[src/hw/rtl/lens_warp_address_assert.svh]
`ifndef LENS_WARP_ADDRESS_ASSERT_SVH
`define LENS_WARP_ADDRESS_ASSERT_SVH

// same-cycle implication, sampled on clk, off while rst_n is low
`define LWA_ASSERT_NOW(lbl, ante, cons) \
  lbl: assert property (@(posedge clk) disable iff (!rst_n) (ante) |-> (cons)) \
    else $error("lens warp check failed");

// next-cycle implication, sampled on clk, off while rst_n is low
`define LWA_ASSERT_NEXT(lbl, ante, cons) \
  lbl: assert property (@(posedge clk) disable iff (!rst_n) (ante) |=> (cons)) \
    else $error("lens warp check failed");

`endif

[src/hw/rtl/lwa_pkg.sv]
package lwa_pkg;

  localparam int FRAC_BITS = 8;

  localparam int RAD_W = 7;
  localparam int STR_W = 12;
  localparam int CTR_W = 13;
  localparam int WIN_W = 8;
  localparam int SRC_W = 14;
  localparam int CFG_W = 13;
  localparam int IDX_W = 2;

  localparam int DELTA_W = WIN_W + 1;
  localparam int D2_W    = 2 * RAD_W + 1;
  localparam int R2_W    = 2 * RAD_W;
  localparam int SQ_IN_W = R2_W + 2 * FRAC_BITS;
  localparam int ROOT_W  = SQ_IN_W / 2;
  localparam int M_W     = ROOT_W + 2;
  localparam int QUO_W   = M_W - 1;
  localparam int NUM_W   = RAD_W + M_W + FRAC_BITS;
  localparam int OX_W    = QUO_W + 1;
  localparam int PROD_W  = OX_W + STR_W;
  localparam int SX_W    = PROD_W - FRAC_BITS;
  localparam int BASE_W  = CTR_W + 1;
  localparam int BX_W    = CTR_W + 2 + FRAC_BITS;

  localparam int SRC_MAX = 2 ** (SRC_W - 1) - 1;
  localparam int SRC_MIN = -(2 ** (SRC_W - 1));

  typedef enum logic [IDX_W-1:0] {
    REG_RADIUS   = 2'd0,
    REG_STRENGTH = 2'd1,
    REG_CENTER_X = 2'd2,
    REG_CENTER_Y = 2'd3
  } cfg_reg_t;

  typedef struct packed {
    logic                      valid;
    logic                      ins;
    logic [WIN_W-1:0]          wx;
    logic [WIN_W-1:0]          wy;
    logic signed [DELTA_W-1:0] dx;
    logic signed [DELTA_W-1:0] dy;
    logic                      sgn_x;
    logic                      sgn_y;
  } side_t;

endpackage

[src/hw/rtl/lwa_isqrt.sv]
module lwa_isqrt (
  input  logic                         clk,
  input  logic                         en,
  input  logic [lwa_pkg::SQ_IN_W-1:0]  rad,
  output logic [lwa_pkg::ROOT_W-1:0]   root
);
  import lwa_pkg::*;

  localparam int X_W = ROOT_W + 3;

  logic [X_W-1:0]     x_r [ROOT_W];
  logic [ROOT_W-1:0]  r_r [ROOT_W];
  logic [SQ_IN_W-1:0] n_r [ROOT_W];

  // one root bit per stage, two radicand bits brought down each time
  for (genvar k = 0; k < ROOT_W; k++) begin : g_st
    localparam int J = ROOT_W - 1 - k;
    logic [X_W-1:0]     x_i;
    logic [X_W-1:0]     x2;
    logic [X_W-1:0]     trial;
    logic [ROOT_W-1:0]  r_i;
    logic [SQ_IN_W-1:0] n_i;

    if (k == 0) begin : g_first
      assign x_i = '0;
      assign r_i = '0;
      assign n_i = rad;
    end else begin : g_next
      assign x_i = x_r[k-1];
      assign r_i = r_r[k-1];
      assign n_i = n_r[k-1];
    end

    assign x2    = {x_i[X_W-3:0], n_i[2*J+1 -: 2]};
    assign trial = {1'b0, r_i, 2'b01};

    always_ff @(posedge clk) begin
      if (en) begin
        n_r[k] <= n_i;
        if (x2 >= trial) begin
          x_r[k] <= x2 - trial;
          r_r[k] <= {r_i[ROOT_W-2:0], 1'b1};
        end else begin
          x_r[k] <= x2;
          r_r[k] <= {r_i[ROOT_W-2:0], 1'b0};
        end
      end
    end
  end

  assign root = r_r[ROOT_W-1];

endmodule

[config.mk]
export PLATFORM = sky130hd
export DESIGN_NAME = lwa_isqrt
export DESIGN_NICKNAME = d
export VERILOG_FILES = /design/src/hw/rtl/lens_warp_address_assert.svh /design/src/hw/rtl/lwa_pkg.sv /design/src/hw/rtl/lwa_isqrt.sv
export SDC_FILE = /design/constraint.sdc
export NUM_CORES = 1
export LEC_CHECK = 0
export ABC_AREA = 1
export BUFFER_PORTS_ARGS = -buffer_cell sky130_fd_sc_hd__buf_2
export CORE_ASPECT_RATIO = 1.4
export CORE_MARGIN = 4
export CORE_UTILIZATION = 34
export DETAILED_ROUTE_END_ITERATION = 8
export PLACE_DENSITY = 0.55
export SYNTH_ARGS = -nofsm -noshare
export SYNTH_HDL_FRONTEND = slang
export SYNTH_SLANG_ARGS = --single-unit
[constraint.sdc]
create_clock -name clk -period 2.4 [get_ports clk]
set_clock_uncertainty 0.05 [all_clocks]
set_input_delay 0.36 -clock clk [delete_from_list [all_inputs] [get_ports clk]]
set_output_delay 0.36 -clock clk [all_outputs]
set_load 0.03 [all_outputs]
==> impl_metrics.csv <==
group,metric,value,unit
synth,yosysWarningCount,0,
critical_path,critical_path.cell_chain,"ha_1, nand2_1, inv_1, nand3_1, nor2_1, nor2_2, nand3_4, nand3_1, o21ai_1",
min_path,worstHoldStart,"rad[29]",
clocking,clkTransAtPathRegs,60,ps
finish,sequential_cell_area,16100,um^2
sta,finalWorstPathRequiredPeriod,2260,ps
drt,average_vias_per_placed_instance,4.64,
sta,final-setup-viol-count,0,
critical_path,arr_time_crit_path,2560,ps
synth,syn_area_per_cell,9.56,um^2
critical_path,critPathLaunch,"x_r[1][0]$_DFFE_PP_",
sta,hold_viol_final,0,
power_and_ir_drop,ratio_of_total_power_to_cell_area,795,nW/um^2
critical_path,crit_path_start_kind,"flop",
drt,postRouteAntennaNets,0,
synth,dominantRegCellSynth,"sky130_fd_sc_hd__edfxtp_1",
finish,final_cell_mix,"772 x sky130_fd_sc_hd__nand2_1, 537 x sky130_fd_sc_hd__edfxtp_1, 494 x sky130_fd_sc_hd__inv_1",
critical_path,rr_worst_depth,9,
drt,detailedRoute.firstPassIterationCount,5,
clocking,worstSkewPairLatency,620,ps
floorplan,initial_core_util,34.4,%
sta,worst-slew-pin-transition,863,ps
sta,setup_tns,0,ps
floorplan,io-pin-count,47,
place,io_buffer_count,46,
finish,fillers,8112,
sta,number_of_pins_with_negative_max_slew_slack_in_the_final_report,0,
clocking,cts_max_level,2,
place,detailedPlacementHpwl,51000,um
critical_path,cp_data_required_time,2700,ps
synth,ys_async_sr_fraction,0,%
synth,synth.net_count,3123,
grt,first_global_vias,19863,
grt,grt_overflow_total,0,
critical_path,worstReg2RegStart,"x_r[1][0]$_DFFE_PP_",
grt,grt_first_pass_wirelength,103000,um
min_path,hold-path-endpoint,"x_r[0][1]$_DFFE_PP_",
finish,layout.cells.most_common,"sky130_fd_sc_hd__nand2_1",
power_and_ir_drop,power.ir.vdd_worst,0.000744,V
floorplan,floorplan.rows,124,
finish,multi_input_area,10000,um^2
floorplan,overall_die_height,349,um
grt,grt_util_all_layers,14.8,%
grt,antenna_found_initial,0,
clocking,numClockSinks,538,
place,dpl-instance-area,30100,um^2
synth,number_of_enable_flip_flop_cells_after_synthesis,537,
critical_path,end_kind,"flop",
outcome,status,"complete, no violations",
floorplan,floorplan.die.width,252,um
synth,synthCells,2955,
finish,number_of_inserted_diodes,0,
grt,pin_count_of_the_biggest_net_entering_global_routing,142,
sta,timing.fmax,443,MHz
critical_path,critPathMostFrequentCell,"sky130_fd_sc_hd__nand3_1",
drt,finalWirelength,65500,um
floorplan,coreArea,82100,um^2
drt,drt-wirelength-per-cell,15.4,um
floorplan,floorplan.die_area,87800,um^2
min_path,hp-class,"in2reg",
finish,syn_to_final_growth,14.6,%
finish,final_layout_size_suffix_gt1_share,9.46,%
power_and_ir_drop,static-leakage-power,14.3,nW
clocking,clockBufferDepth,3,
critical_path,worst_path_largest_cell_delay,420,ps
sta,period_share,94.1,%
critical_path,reg2reg_to,"x_r[1][26]$_DFFE_PP_",
critical_path,reg2reg_slack,140,ps
place,routabilityCongestion,0.908,
synth,synth.cell_area,28200,um^2
clocking,cts-root-buf,"sky130_fd_sc_hd__clkbuf_16",
drt,detail_route.drc_violations,0,
min_path,min_path_cells,3,
critical_path,cpMaxStageDelayCell,"sky130_fd_sc_hd__edfxtp_1",
sta,max_slew_margin,42.5,%
critical_path,crit_path_max_fanout,13,
clocking,cts_buffers,57,
finish,final_nets,3292,
critical_path,critPathBufInv,1,
synth,synth-seq-area-share,57.2,%
drt,routed-via-count,19691,
synth,synth_seq_cells,538,
clocking,tritoncts,"yes",
drt,detailedRoute.firstIterationViolations,920,
synth,synth_cell_types,47,
critical_path,worstSetupPathType,"reg2reg",
finish,final_cell_area,32400,um^2
critical_path,timing.critical_path.max_delay_family,"simple AND/OR/NAND/NOR gates",
job,maxCapViolations,0,
==> area by class of cell <==
class,instances,share of cell area (%)
flip-flops and latches,538,49.9
clock buffers,70,4.62
clock inverters,37,1.07
inverters,501,5.82
multi-input cells,1879,30.9
repair buffers,147,3.58
well taps,1071,4.14
==> metal layers <==
metal	share of wire, %	track usage [%]	up-vias
met5	0	0	-
met3	3.1	2.00	170
li1	-	-	10104
met4	5.5	7.36	0
met2	56	30.1	376
met1	35	14.3	9041
==> worst max path at each step <==
stage                                       to  depth (start not counted)
final                     x_r[1][26]$_DFFE_PP_                          9
after global routing      x_r[1][23]$_DFFE_PP_                          9
after CTS                 x_r[1][26]$_DFFE_PP_                         10
after detailed placement  x_r[1][26]$_DFFE_PP_                         10
after global placement    x_r[1][24]$_DFFE_PP_                         10
after floorplan           x_r[0][60]$_DFFE_PP_                         10
==> report_power, final <==
part           internal [mW]  total, mW  switching [mW]
sequential              11.6       12.1           0.594
clock                   5.07       8.68            3.62
combinational           1.75       4.90            3.16
==> cells by family (layout without fill, tap and decap cells) <==
group | after synthesis | count (layout) | synth area share [%]
adders and majority gates | 136 | 136 | 6.02
buffers and inverters | 539 | 755 | 7.62
DFF | 538 | 538 | 57.2
and+or+nand+nor | 1406 | 1407 | 21.4
AOI/OAI and AO/OA | 252 | 252 | 5.14
xor gates and xnor gates | 84 | 84 | 2.60
==> cells in the mapped netlist, drive strengths merged (2+ instances only) <==
cell,n,area (um^2)
xnor2,24,210
ha,136,1700
o21ai,121,662
and3,3,18.8
clkbuf,17,63.8
a211oi,2,15.0
nand2,795,3040
or2,9,56.3
edfxtp,537,16100
nand4,39,244
nor2,262,1060
inv,501,1880
a21o,4,30.0
nand3,211,1120
buf,21,206
nor3,59,310
a21oi,117,657
xor2,60,526
nand3b,18,135
o21bai,3,22.5
and2,8,50.1
==> repair_timing <==
item / in CTS / in global routing
hold buffers: 29 / 0
gates resized for setup: 0 / 10
hold endpoints to repair: 29 / 0
endpoints found under the setup margin: 0 / 46
setup buffers: 0 / 5
==> flip-flops by register name, summed over array words and instances (netlist names) <==
register / flops
r_r: 120
n_r: 210
x_r: 208
==> worst register-to-register path, stage by stage (launching register included) <==
cell                       delay (ps)
sky130_fd_sc_hd__edfxtp_1         420
sky130_fd_sc_hd__ha_1             380
sky130_fd_sc_hd__nand2_1          120
sky130_fd_sc_hd__inv_1             70
sky130_fd_sc_hd__nand3_1          110
sky130_fd_sc_hd__nor2_1            80
sky130_fd_sc_hd__nor2_2           270
sky130_fd_sc_hd__nand3_4          250
sky130_fd_sc_hd__nand3_1          160
sky130_fd_sc_hd__o21ai_1           90
==> stage by stage <==
stage	worst slack, ps	power [mW]	cells	utilization (%)	hold WS [ps]
final	141	25.7	4243	39.4	57.0
after global routing	-0.141	27.3	4243	39.4	65.7
after CTS	37.3	26.1	4237	39.3	13.7
after detailed placement	73.8	17.2	4101	36.7	355
after global placement	91.9	17.2	4101	36.7	351
after floorplan	436	15.6	2955	-	350
Note: power is estimated with default switching activity, not from simulation.
