==> config.mk <==
export PLATFORM = sky130hd
export DESIGN_NAME = lwa_div
export DESIGN_NICKNAME = d
export VERILOG_FILES = /design/src/hw/rtl/lens_warp_address_assert.svh /design/src/hw/rtl/lwa_pkg.sv /design/src/hw/rtl/lwa_div.sv
export SDC_FILE = /design/constraint.sdc
export NUM_CORES = 1
export LEC_CHECK = 0
export BUFFER_PORTS_ARGS = -buffer_cell sky130_fd_sc_hd__buf_2
export CORE_UTILIZATION = 23
export DETAILED_ROUTE_END_ITERATION = 8
export MAX_ROUTING_LAYER = met4
export PLACE_DENSITY = 0.45
export SYNTH_ARGS = -nofsm -noshare
export SYNTH_HDL_FRONTEND = slang
export SYNTH_SLANG_ARGS = --single-unit
==> constraint.sdc <==
create_clock -name clk -period 3.6 [get_ports clk]
set_clock_uncertainty 0.15 [all_clocks]
set_input_delay 0 -clock clk [delete_from_list [all_inputs] [get_ports clk]]
set_output_delay 0 -clock clk [all_outputs]
set_load 0.01 [all_outputs]
==> src/hw/rtl/lens_warp_address_assert.svh <==
`ifndef LENS_WARP_ADDRESS_ASSERT_SVH
`define LENS_WARP_ADDRESS_ASSERT_SVH

// same-cycle implication, sampled on clk, off while rst_n is low
`define LWA_ASSERT_NOW(lbl, ante, cons) \
  lbl: assert property (@(posedge clk) disable iff (!rst_n) (ante) |-> (cons)) \
    else $error("lens warp check failed");

// next-cycle implication, sampled on clk, off while rst_n is low
`define LWA_ASSERT_NEXT(lbl, ante, cons) \
  lbl: assert property (@(posedge clk) disable iff (!rst_n) (ante) |=> (cons)) \
    else $error("lens warp check failed");

`endif

==> src/hw/rtl/lwa_pkg.sv <==
package lwa_pkg;

  localparam int FRAC_BITS = 8;

  localparam int RAD_W = 7;
  localparam int STR_W = 12;
  localparam int CTR_W = 13;
  localparam int WIN_W = 8;
  localparam int SRC_W = 14;
  localparam int CFG_W = 13;
  localparam int IDX_W = 2;

  localparam int DELTA_W = WIN_W + 1;
  localparam int D2_W    = 2 * RAD_W + 1;
  localparam int R2_W    = 2 * RAD_W;
  localparam int SQ_IN_W = R2_W + 2 * FRAC_BITS;
  localparam int ROOT_W  = SQ_IN_W / 2;
  localparam int M_W     = ROOT_W + 2;
  localparam int QUO_W   = M_W - 1;
  localparam int NUM_W   = RAD_W + M_W + FRAC_BITS;
  localparam int OX_W    = QUO_W + 1;
  localparam int PROD_W  = OX_W + STR_W;
  localparam int SX_W    = PROD_W - FRAC_BITS;
  localparam int BASE_W  = CTR_W + 1;
  localparam int BX_W    = CTR_W + 2 + FRAC_BITS;

  localparam int SRC_MAX = 2 ** (SRC_W - 1) - 1;
  localparam int SRC_MIN = -(2 ** (SRC_W - 1));

  typedef enum logic [IDX_W-1:0] {
    REG_RADIUS   = 2'd0,
    REG_STRENGTH = 2'd1,
    REG_CENTER_X = 2'd2,
    REG_CENTER_Y = 2'd3
  } cfg_reg_t;

  typedef struct packed {
    logic                      valid;
    logic                      ins;
    logic [WIN_W-1:0]          wx;
    logic [WIN_W-1:0]          wy;
    logic signed [DELTA_W-1:0] dx;
    logic signed [DELTA_W-1:0] dy;
    logic                      sgn_x;
    logic                      sgn_y;
  } side_t;

endpackage

==> src/hw/rtl/lwa_div.sv <==
module lwa_div (
  input  logic                       clk,
  input  logic                       en,
  input  logic [lwa_pkg::NUM_W-1:0]  num,
  input  logic [lwa_pkg::ROOT_W-1:0] den,
  output logic [lwa_pkg::QUO_W-1:0]  quo
);
  import lwa_pkg::*;

  logic [NUM_W-1:0]  rem_r [QUO_W];
  logic [ROOT_W-1:0] den_r [QUO_W];
  logic [QUO_W-1:0]  quo_r [QUO_W];

  // restoring division, one quotient bit per stage, MSB first
  for (genvar k = 0; k < QUO_W; k++) begin : g_st
    localparam int B = QUO_W - 1 - k;
    logic [NUM_W-1:0]  rem_i;
    logic [ROOT_W-1:0] den_i;
    logic [QUO_W-1:0]  quo_i;
    logic [NUM_W-1:0]  dsh;

    if (k == 0) begin : g_first
      assign rem_i = num;
      assign den_i = den;
      assign quo_i = '0;
    end else begin : g_next
      assign rem_i = rem_r[k-1];
      assign den_i = den_r[k-1];
      assign quo_i = quo_r[k-1];
    end

    assign dsh = NUM_W'(den_i) << B;

    always_ff @(posedge clk) begin
      if (en) begin
        den_r[k] <= den_i;
        if (rem_i >= dsh) begin
          rem_r[k] <= rem_i - dsh;
          quo_r[k] <= quo_i | (QUO_W'(1) << B);
        end else begin
          rem_r[k] <= rem_i;
          quo_r[k] <= quo_i;
        end
      end
    end
  end

  assign quo = quo_r[QUO_W-1];

endmodule

==> flow_metrics.py, run 1 <==
metrics = {
    "status": {
        "status": "finished, final reports clean",
    },
    "synthesis": {
        "netlist_area_mm2": 0.0433,
        "synth-async-reset-ratio_pct": 0,
        "synth_top_area_cell": "edfxtp_1",
        "synthFlopType": "edfxtp_1",
        "ys_seq_area_share_pct": 58.3,
        "synth_nets": 3993,
        "ys_ff_latch": 841,
        "yosysTopAreaCellShare_pct": 58.3,
        "synthTopCellsByArea": "edfxtp_1, ha_1, xor2_1, o21ai_0, inv_1",
        "synthCells": 3689,
        "synth-edff-count": 841,
        "yosys_warnings": 0,
        "postSynthAreaPerCell_um2": 11.8,
        "synth_cell_types": 81,
    },
    "setup_path": {
        "worstSetupEndpointType": "flip-flop",
        "critPathMaxFanout": 5,
        "cp-start-kind": "flip-flop",
        "critPathKind": "reg -> reg",
        "crit_arrival_ns": 3.75,
        "cp_cell_sequence": "ha_1, a21oi_1, nand2_1, o41ai_1, o21ai_0, or2_2, a31oi_1, o21a_1, mux2_2",
        "cp_slowest_cell": "o41ai_1",
        "max_stage_delay_ns": 0.60,
        "crit_required_ns": 3.88,
    },
    "sta": {
        "slew_violations": 0,
        "tightestPinTransition_ns": 1.10,
        "fin_hold_ws_ns": 0.174,
        "rsz0062_at_grt": "no",
        "hold_viol_final": 0,
        "min_period_ns": 3.47,
        "setup_viol": 0,
        "post-route-period-util_pct": 96.4,
        "relSlewSlack_pct": 26.5,
        "fmax_mhz": 288,
        "tns_ns": 0,
    },
    "power_and_ir_drop": {
        "ir_drop_mv": 0.410,
        "p_sw_share_pct": 32.7,
        "p_clk_share_pct": 26.7,
        "power_density_mw_per_mm2": 677,
        "seqPwrFrac_pct": 41.7,
        "p_comb_share_pct": 31.6,
        "p_total_mw": 34.9,
        "power_leakage_nw": 19.1,
        "power_switching_mw": 11.4,
        "p_int_mw": 23.5,
    },
    "floorplanning": {
        "die_width_um": 436,
        "fp.dieArea_mm2": 0.190,
        "die_h_um": 436,
        "placementRows": 158,
        "num_io_pins": 65,
        "core-area_mm2": 0.186,
        "initial_core_util_pct": 23.3,
    },
    "clocking": {
        "cts_max_path_buffers": 3,
        "cts_buffers": 94,
        "cts.clk_slew.worst_paths_ns": 0.06,
        "clock-root-buffer": "clkbuf_16",
        "worst_skew_pair.late_latency_ns": 0.69,
        "clkSinkCount": 841,
        "cts_tree": "yes",
        "cts_max_level": 3,
        "post_cts_buffers": 0,
    },
    "global_routing": {
        "grt_pass1_wl_um": 151000,
        "grt_start_max_net_pins": 172,
        "grt_pass1_vias": 29432,
        "grt.overflow.total": 0,
        "antenna_found_initial": 1,
        "track_usage_pct": 10.1,
    },
    "layout": {
        "mostFrequentLayoutCells": "edfxtp_1, inv_1, nand2_1",
        "final_util_pct": 27.7,
        "nNetsFinal": 4298,
        "final_common_cell": "edfxtp_1",
        "diodes": 0,
        "fin_cells": 6553,
        "areaGrowthSynthToFinish_pct": 19.0,
        "drive_gt1_share_pct": 9.77,
    },
    "run": {
        "cap_violations": 0,
    },
    "route": {
        "vias": 28034,
        "drt-pass1-iter-count": 6,
        "post_drt_wl_per_cell_um": 14.4,
        "drtAntennaViolNets": 0,
        "post_drt_via_cell_ratio": 4.28,
        "route.detailed.drc": 0,
        "dr.first_iter.drc_count": 1158,
        "wl_um": 94700,
    },
    "place": {
        "place_inst": 6257,
        "port_buffers": 64,
        "dp_hpwl_um": 71000,
        "gp_routability_congestion": 0.867,
    },
    "min_path": {
        "hp-class": "in -> reg",
    },
}
## layout make-up
class                      instances  area (µm²)
tap                             2480        3100
multi-input combinational       2447       16600
clock buffer                     108        2400
inverter                         316        1190
clock inverter                    67         563
fill                           19219      135000
sequential                       841       25300
timing repair buffer             294        2420
## cell families after synthesis
family | Yosys count | synth area share [%]
AND/OR/NAND/NOR | 1061 | 12.2
flip-flops | 841 | 58.3
AO/OA/AOI/OAI | 802 | 11.6
buffers and inverters | 401 | 3.50
XOR/XNOR | 292 | 5.90
adder cells (fa/ha/maj) | 255 | 7.62
multiplexers | 37 | 0.950
## registers in the layout, summed over array words and instances, names as in the netlist
name	count
den_r	225
rem_r	480
quo_r	136
## metal layers
| metal | vias to the layer above | routed length, µm | track usage (%) |
|---|---|---|---|
| met5 | - | 0 | - |
| met4 | 0 | 4670 | 4.71 |
| met3 | 259 | 2670 | 1.73 |
| met2 | 427 | 50300 | 19.1 |
| met1 | 13147 | 37100 | 9.86 |
| li1 | 14201 | - | - |
## synthesized netlist by cell type, drive strengths merged (62+ instances only)
library cell    n
edfxtp        841
inv           315
nand2         292
nor2          256
o21ai         246
ha            240
a21oi         228
xor2          163
xnor2         129
nor3           86
clkbuf         78
a21o           74
nor4           70
nand2b         62
## power by group through the flow
| stage | Combinational (mW) | Clock [mW] | Sequential, mW |
|---|---|---|---|
| final | 11.0 | 9.33 | 14.5 |
| after global routing | 12.3 | 10.0 | 14.8 |
| after CTS | 11.0 | 9.73 | 14.5 |
| after detailed placement | 10.9 | 0 | 14.7 |
| after global placement | 10.8 | 0 | 14.7 |
| after floorplan | 8.12 | 0 | 14.3 |
## what timing repair did
item,4_1_cts,5_1_grt
endpoints found under the setup margin,1,13
gates cloned,0,0
hold endpoints to repair,349,0
resized for setup,1,7
hold buffers,121,0
## critical path: cells and delay by family (launching register included)
family	cells	cell delay, ns
simple gates	2	0.48
mux	1	0.33
fa+ha+maj	1	0.37
flops	1	0.39
compound gates	5	1.50
## through the flow
| step | area [µm²] | setup slack [ns] |
|---|---|---|
| floorplan | 43300 | 0.363 |
| global placement | 47400 | -0.000549 |
| detailed placement | 47400 | -0.0177 |
| CTS | 51500 | 0.0247 |
| global route | 51600 | 0.0157 |
| finish | 51600 | 0.130 |
## worst paths after layout
| check | depth (start not counted) | end | slack, ns | startpoint |
|---|---|---|---|---|
| max reg2reg | 9 | rem_r[0][62]$_DFFE_PP_ | 0.13 | rem_r[0][18]$_DFFE_PP_ |
| min | 4 | rem_r[0][31]$_DFFE_PP_ | 0.17 | num[31] |
| max | 9 | rem_r[0][62]$_DFFE_PP_ | 0.13 | rem_r[0][18]$_DFFE_PP_ |
| min reg2reg | 0 | quo_r[1][74]$_DFFE_PP_ | 0.26 | quo_r[1][58]$_DFFE_PP_ |
Note: power is estimated with default switching activity, not from simulation.
==> run 2, diff against run 1 <==
==> constraint.sdc (replaced) <==
create_clock -name clk -period 3.9 [get_ports clk]
set_clock_uncertainty 0.15 [all_clocks]
set_input_delay 0 -clock clk [delete_from_list [all_inputs] [get_ports clk]]
set_output_delay 0 -clock clk [all_outputs]
set_load 0.01 [all_outputs]
==> flow_metrics.py, run 2 (same netlist as run 1, synthesis figures left out) <==
metrics = {
    "status": {
        "status": "finished, final reports clean",
    },
    "setup_path": {
        "crit_end": "rem_r[0][48]$_DFFE_PP_",
        "r2r_cells": 11,
        "crit_start": "rem_r[0][14]$_DFFE_PP_",
        "r2r_slack_ns": 0.19,
        "worstSetupEndpointType": "flip-flop",
        "r2r_end": "rem_r[0][48]$_DFFE_PP_",
        "crit_required_ns": 4.18,
        "critPathKind": "reg -> reg",
        "cp-start-kind": "flip-flop",
        "critPathMaxFanout": 16,
        "r2r_start": "rem_r[0][14]$_DFFE_PP_",
        "crit_arrival_ns": 3.99,
    },
    "layout": {
        "largest_register_ff_count": 480,
        "reg.largest.list": "rem_r (480), den_r (225), quo_r (136)",
        "drive_gt1_share_pct": 8.92,
        "mostFrequentLayoutCells": "edfxtp_1, inv_1, nand2_1",
        "top_register": "rem_r",
        "fin_cells": 6506,
        "nNetsFinal": 4254,
        "postLayoutCellArea_mm2": 0.0514,
        "areaGrowthSynthToFinish_pct": 18.5,
        "final_common_cell": "edfxtp_1",
        "diodes": 0,
        "multi_input_area_mm2": 0.0166,
        "final-seq-area_mm2": 0.0253,
        "fillers": 19232,
    },
    "route": {
        "post_drt_via_cell_ratio": 4.29,
        "drt-pass1-iter-count": 5,
        "post_drt_wl_per_cell_um": 14.4,
        "vias": 27912,
        "drtAntennaViolNets": 0,
        "dr.first_iter.drc_count": 1143,
        "wl_um": 93500,
        "route.detailed.drc": 0,
    },
    "sta": {
        "fin_ws_ns": 0.190,
        "min_period_ns": 3.71,
        "tightestPinTransition_ns": 1.02,
        "fmax_mhz": 270,
        "slew_violations": 0,
        "rsz0062_at_grt": "no",
        "tns_ns": 0,
        "post-route-period-util_pct": 95.1,
        "setup_viol": 0,
        "hold_viol_final": 0,
        "relSlewSlack_pct": 31.3,
    },
    "floorplanning": {
        "num_io_pins": 65,
        "fp.dieArea_mm2": 0.190,
        "die_width_um": 436,
        "placementRows": 158,
        "core-area_mm2": 0.186,
        "die_h_um": 436,
        "initial_core_util_pct": 23.3,
    },
    "clocking": {
        "cts_max_path_buffers": 3,
        "post_cts_buffers": 0,
        "cts_max_level": 3,
        "worst_skew_pair.late_latency_ns": 0.69,
        "clock-root-buffer": "clkbuf_16",
        "cts.clk_slew.worst_paths_ns": 0.06,
        "cts_tree": "yes",
        "clkSinkCount": 841,
        "cts_buffers": 94,
    },
    "global_routing": {
        "antenna_found_initial": 1,
        "grt.overflow.total": 0,
        "track_usage_pct": 9.94,
        "grt_pass1_wl_um": 149000,
        "grt_pass1_vias": 28875,
        "grt_start_max_net_pins": 160,
    },
    "place": {
        "dp_hpwl_um": 69300,
        "placed_area_mm2": 0.0471,
        "place_inst": 6222,
        "gp_routability_congestion": 0.843,
        "pre_cts_slack_ns": 0.139,
        "port_buffers": 64,
    },
    "power_and_ir_drop": {
        "power_leakage_nw": 19.0,
        "p_total_mw": 32.5,
        "ir_drop_mv": 0.298,
        "p_comb_share_pct": 30.6,
        "seqPwrFrac_pct": 41.4,
        "power_switching_mw": 10.5,
        "p_int_mw": 22.0,
        "p_sw_share_pct": 32.2,
        "power_density_mw_per_mm2": 632,
        "p_clk_share_pct": 28.1,
    },
    "run": {
        "cap_violations": 0,
    },
    "min_path": {
        "hp-class": "in -> reg",
        "min-delay-start": "en",
    },
}
run 2: cell types whose count changed in the layout (fill, tap and decap cells not counted), moves of 2 or more:
cell	before	now
bufinv_16	7	14
clkinv_2	20	13
a2111oi_0	11	13
buf_4	104	68
o41ai_2	2	0
clkinv_8	1	4
clkinvlp_4	10	7
clkinv_1	24	26
dlygate4sd3_1	121	112
clkbuf_1	14	9
o41ai_1	7	9
run 2: what timing repair did:
item | 4_1_cts | 5_1_grt
setup endpoints to repair | 0 | 10
resized for setup | 0 | 2
hold buffers | 112 | 0
hold endpoints to repair | 403 | 0
run 2: worst min-delay path by stage:
| stage | to | slack [ns] | cells after the start |
|---|---|---|---|
| final | rem_r[0][61]$_DFFE_PP_ | 0.12 | 2 |
| after detailed placement | den_r[0][8]$_DFFE_PP_ | 0.05 | 1 |
| after CTS | rem_r[0][61]$_DFFE_PP_ | 0.06 | 2 |
| after floorplan | den_r[0][0]$_DFFE_PP_ | -0.05 | 0 |
| after global routing | rem_r[0][60]$_DFFE_PP_ | 0.08 | 2 |
| after global placement | den_r[0][8]$_DFFE_PP_ | 0.04 | 1 |
run 2: cell type report:
class | instances | area share, %
Clock inverter | 69 | 1.49
Clock buffer | 103 | 4.64
Sequential cell | 841 | 49.2
Tap cell | 2480 | 6.04
Multi-Input combinational cell | 2447 | 32.3
Timing Repair Buffer | 250 | 4.05
Inverter | 316 | 2.31
run 2: critical path, stage by stage (launching register included):
cell and delay [ns]:
edfxtp_1 0.39, inv_1 0.07, ha_1 0.17, fa_1 0.28, inv_1 0.10, a31oi_1 0.38, nor4_1 0.16, a2111oi_0 0.73
buf_4 0.22, o2111a_2 0.41, buf_4 0.27, o21ai_0 0.11
run 2: layer usage:
layer	track usage, %	wire, µm	vias up
met4	4.77	4410	0
met2	18.6	49100	429
met5	-	0	-
li1	-	-	14128
met3	1.73	2740	238
met1	9.89	37300	13117
run 2: power by group through the flow:
| stage | clock network [mW] | logic, mW | registers (mW) |
|---|---|---|---|
| floorplan | 0 | 7.50 | 13.2 |
| global placement | 0 | 9.75 | 13.6 |
| detailed placement | 0 | 9.82 | 13.6 |
| CTS | 9.47 | 9.98 | 13.4 |
| global route | 9.78 | 11.1 | 13.6 |
| finish | 9.12 | 9.93 | 13.4 |
run 2: metrics by stage:
stage          utilization [%]  hold WS, ns
5_1_grt                   27.6       0.0816
2_1_floorplan                -      -0.0511
3_5_place_dp              25.3       0.0454
4_1_cts                   27.6       0.0563
6_report                  27.6        0.117
3_3_place_gp              25.3       0.0418
==> run 3, diff against run 2 <==
--- a/config.mk
+++ b/config.mk
@@ -10,6 +10,8 @@
 export DETAILED_ROUTE_END_ITERATION = 8
 export MAX_ROUTING_LAYER = met4
 export PLACE_DENSITY = 0.45
+export REMOVE_ABC_BUFFERS = 1
+export SLEW_MARGIN = 20
 export SYNTH_ARGS = -nofsm -noshare
 export SYNTH_HDL_FRONTEND = slang
 export SYNTH_SLANG_ARGS = --single-unit
==> flow_metrics.py, run 3 (same netlist as run 1, synthesis figures left out) <==
metrics = {
    "global_routing": {
        "grt_start_max_net_pins": 104,
        "grt_pass1_wl_um": 150000,
        "grt_pass1_vias": 28855,
        "grt.overflow.total": 0,
        "antenna_found_initial": 1,
        "track_usage_pct": 10.0,
    },
    "route": {
        "dr.first_iter.drc_count": 1284,
        "drtAntennaViolNets": 0,
        "post_drt_via_cell_ratio": 4.30,
        "wl_um": 94500,
        "post_drt_wl_per_cell_um": 14.5,
        "route.detailed.drc": 0,
        "vias": 28008,
        "drt-pass1-iter-count": 7,
    },
    "min_path": {
        "hp-class": "in -> reg",
    },
    "clocking": {
        "cts_buffers": 93,
        "cts_max_level": 3,
        "clkSinkCount": 841,
        "cts_tree": "yes",
        "post_cts_resized": 0,
        "cts.clk_slew.worst_paths_ns": 0.06,
        "clock-root-buffer": "clkbuf_16",
        "cts_max_path_buffers": 3,
        "worst_skew_pair.late_latency_ns": 0.70,
    },
    "layout": {
        "top_register": "rem_r",
        "nNetsFinal": 4266,
        "fillers": 19225,
        "mostFrequentLayoutCells": "edfxtp_1, inv_1, nand2_1",
        "reg.largest.list": "rem_r (480), den_r (225), quo_r (136)",
        "final_common_cell": "edfxtp_1",
        "multi_input_area_mm2": 0.0166,
        "areaGrowthSynthToFinish_pct": 18.5,
        "largest_register_ff_count": 480,
        "fin_cells": 6517,
        "drive_gt1_share_pct": 8.92,
        "final-seq-area_mm2": 0.0253,
        "diodes": 0,
    },
    "floorplanning": {
        "num_io_pins": 65,
        "die_h_um": 436,
        "die_width_um": 436,
        "placementRows": 158,
        "core-area_mm2": 0.186,
        "fp.dieArea_mm2": 0.190,
        "initial_core_util_pct": 23.3,
    },
    "power_and_ir_drop": {
        "power_leakage_nw": 19.0,
        "power_density_mw_per_mm2": 626,
        "ir_drop_mv": 0.322,
    },
    "setup_path": {
        "critPathTopFamily": "compound AO/OA/AOI/OAI gates",
        "worstSetupEndpointType": "flip-flop",
        "crit_arrival_ns": 4.00,
        "cp_slowest_cell": "or4_4",
        "crit_buf_inv": 1,
        "cp-start-kind": "flip-flop",
        "cp_cell_sequence": "inv_1, ha_1, fa_1, nand2b_1, a21oi_1, o21ai_0, a211oi_2, nor4_4, or4_4, a2111oi_4, xor2_1",
        "max_stage_delay_ns": 0.55,
        "crit_required_ns": 4.17,
        "critPathKind": "reg -> reg",
        "critPathMaxFanout": 9,
    },
    "sta": {
        "min_period_ns": 3.73,
        "slew_violations": 0,
        "relSlewSlack_pct": 22.8,
        "post-route-period-util_pct": 95.5,
        "hold_viol_final": 0,
        "fin_hold_ws_ns": 0.169,
        "fmax_mhz": 268,
        "rsz0062_at_grt": "no",
        "setup_viol": 0,
        "tightestPinTransition_ns": 1.16,
    },
    "place": {
        "dp_hpwl_um": 70100,
        "gp_routability_congestion": 0.884,
        "port_buffers": 64,
        "place_inst": 6230,
    },
    "status": {
        "status": "finished, final reports clean",
    },
    "run": {
        "cap_violations": 0,
    },
}
-- run 3: path summary, 6_finish.rpt --
check                          startpoint                       to  slack (ns)  cells past startpoint
setup / recovery  rem_r[1][130]$_DFFE_PP_  rem_r[1][191]$_DFFE_PP_        0.17                     11
setup reg to reg  rem_r[1][130]$_DFFE_PP_  rem_r[1][191]$_DFFE_PP_        0.17                     11
hold reg to reg    quo_r[1][85]$_DFFE_PP_  quo_r[1][101]$_DFFE_PP_        0.26                      0
hold / removal                    num[31]   rem_r[0][31]$_DFFE_PP_        0.17                      4
-- run 3: layout make-up --
class,count,share of cell area (%)
clock buffer,114,4.72
inverter,316,2.31
tap,2480,6.04
clock inverter,56,1.17
multi-input combinational,2447,32.3
sequential,841,49.2
timing repair buffer,263,4.29
-- run 3: stage by stage --
step	setup TNS (ns)	util (%)	worst slack, ns	cell area (µm²)	total power, mW
6_report	0	27.6	0.174	51400	32.2
2_1_floorplan	-2.82	-	-0.284	43000	20.6
4_1_cts	0	27.6	0.203	51400	32.5
5_1_grt	0	27.6	0.0350	51400	34.2
3_5_place_dp	0	25.3	0.232	47200	23.4
3_3_place_gp	0	25.3	0.237	47200	23.3
-- run 3: timing repair --
item | 4_1_cts | 5_1_grt
hold endpoints to repair | 227 | 0
buffers inserted | 0 | 0
hold buffers | 117 | 0
-- run 3: per-layer routing --
metal / global-route usage (%) / routed length [µm]
met1: 9.99 / 37500
met2: 18.4 / 49200
met3: 1.81 / 3000
met4: 5.18 / 4900
met5: - / 0
-- run 3: tightest hold or removal path: cells and delay by family --
kind,cells,cell delay [ns]
buffers and inverters,2,0.67
multiplexers,1,0.15
AND/OR/NAND/NOR,1,0.09
-- run 3: report_power, final --
part	leakage, nW	internal (mW)	switching, mW
registers	8.09	12.3	1.14
logic	9.43	4.34	5.63
clock network	1.46	4.99	3.73
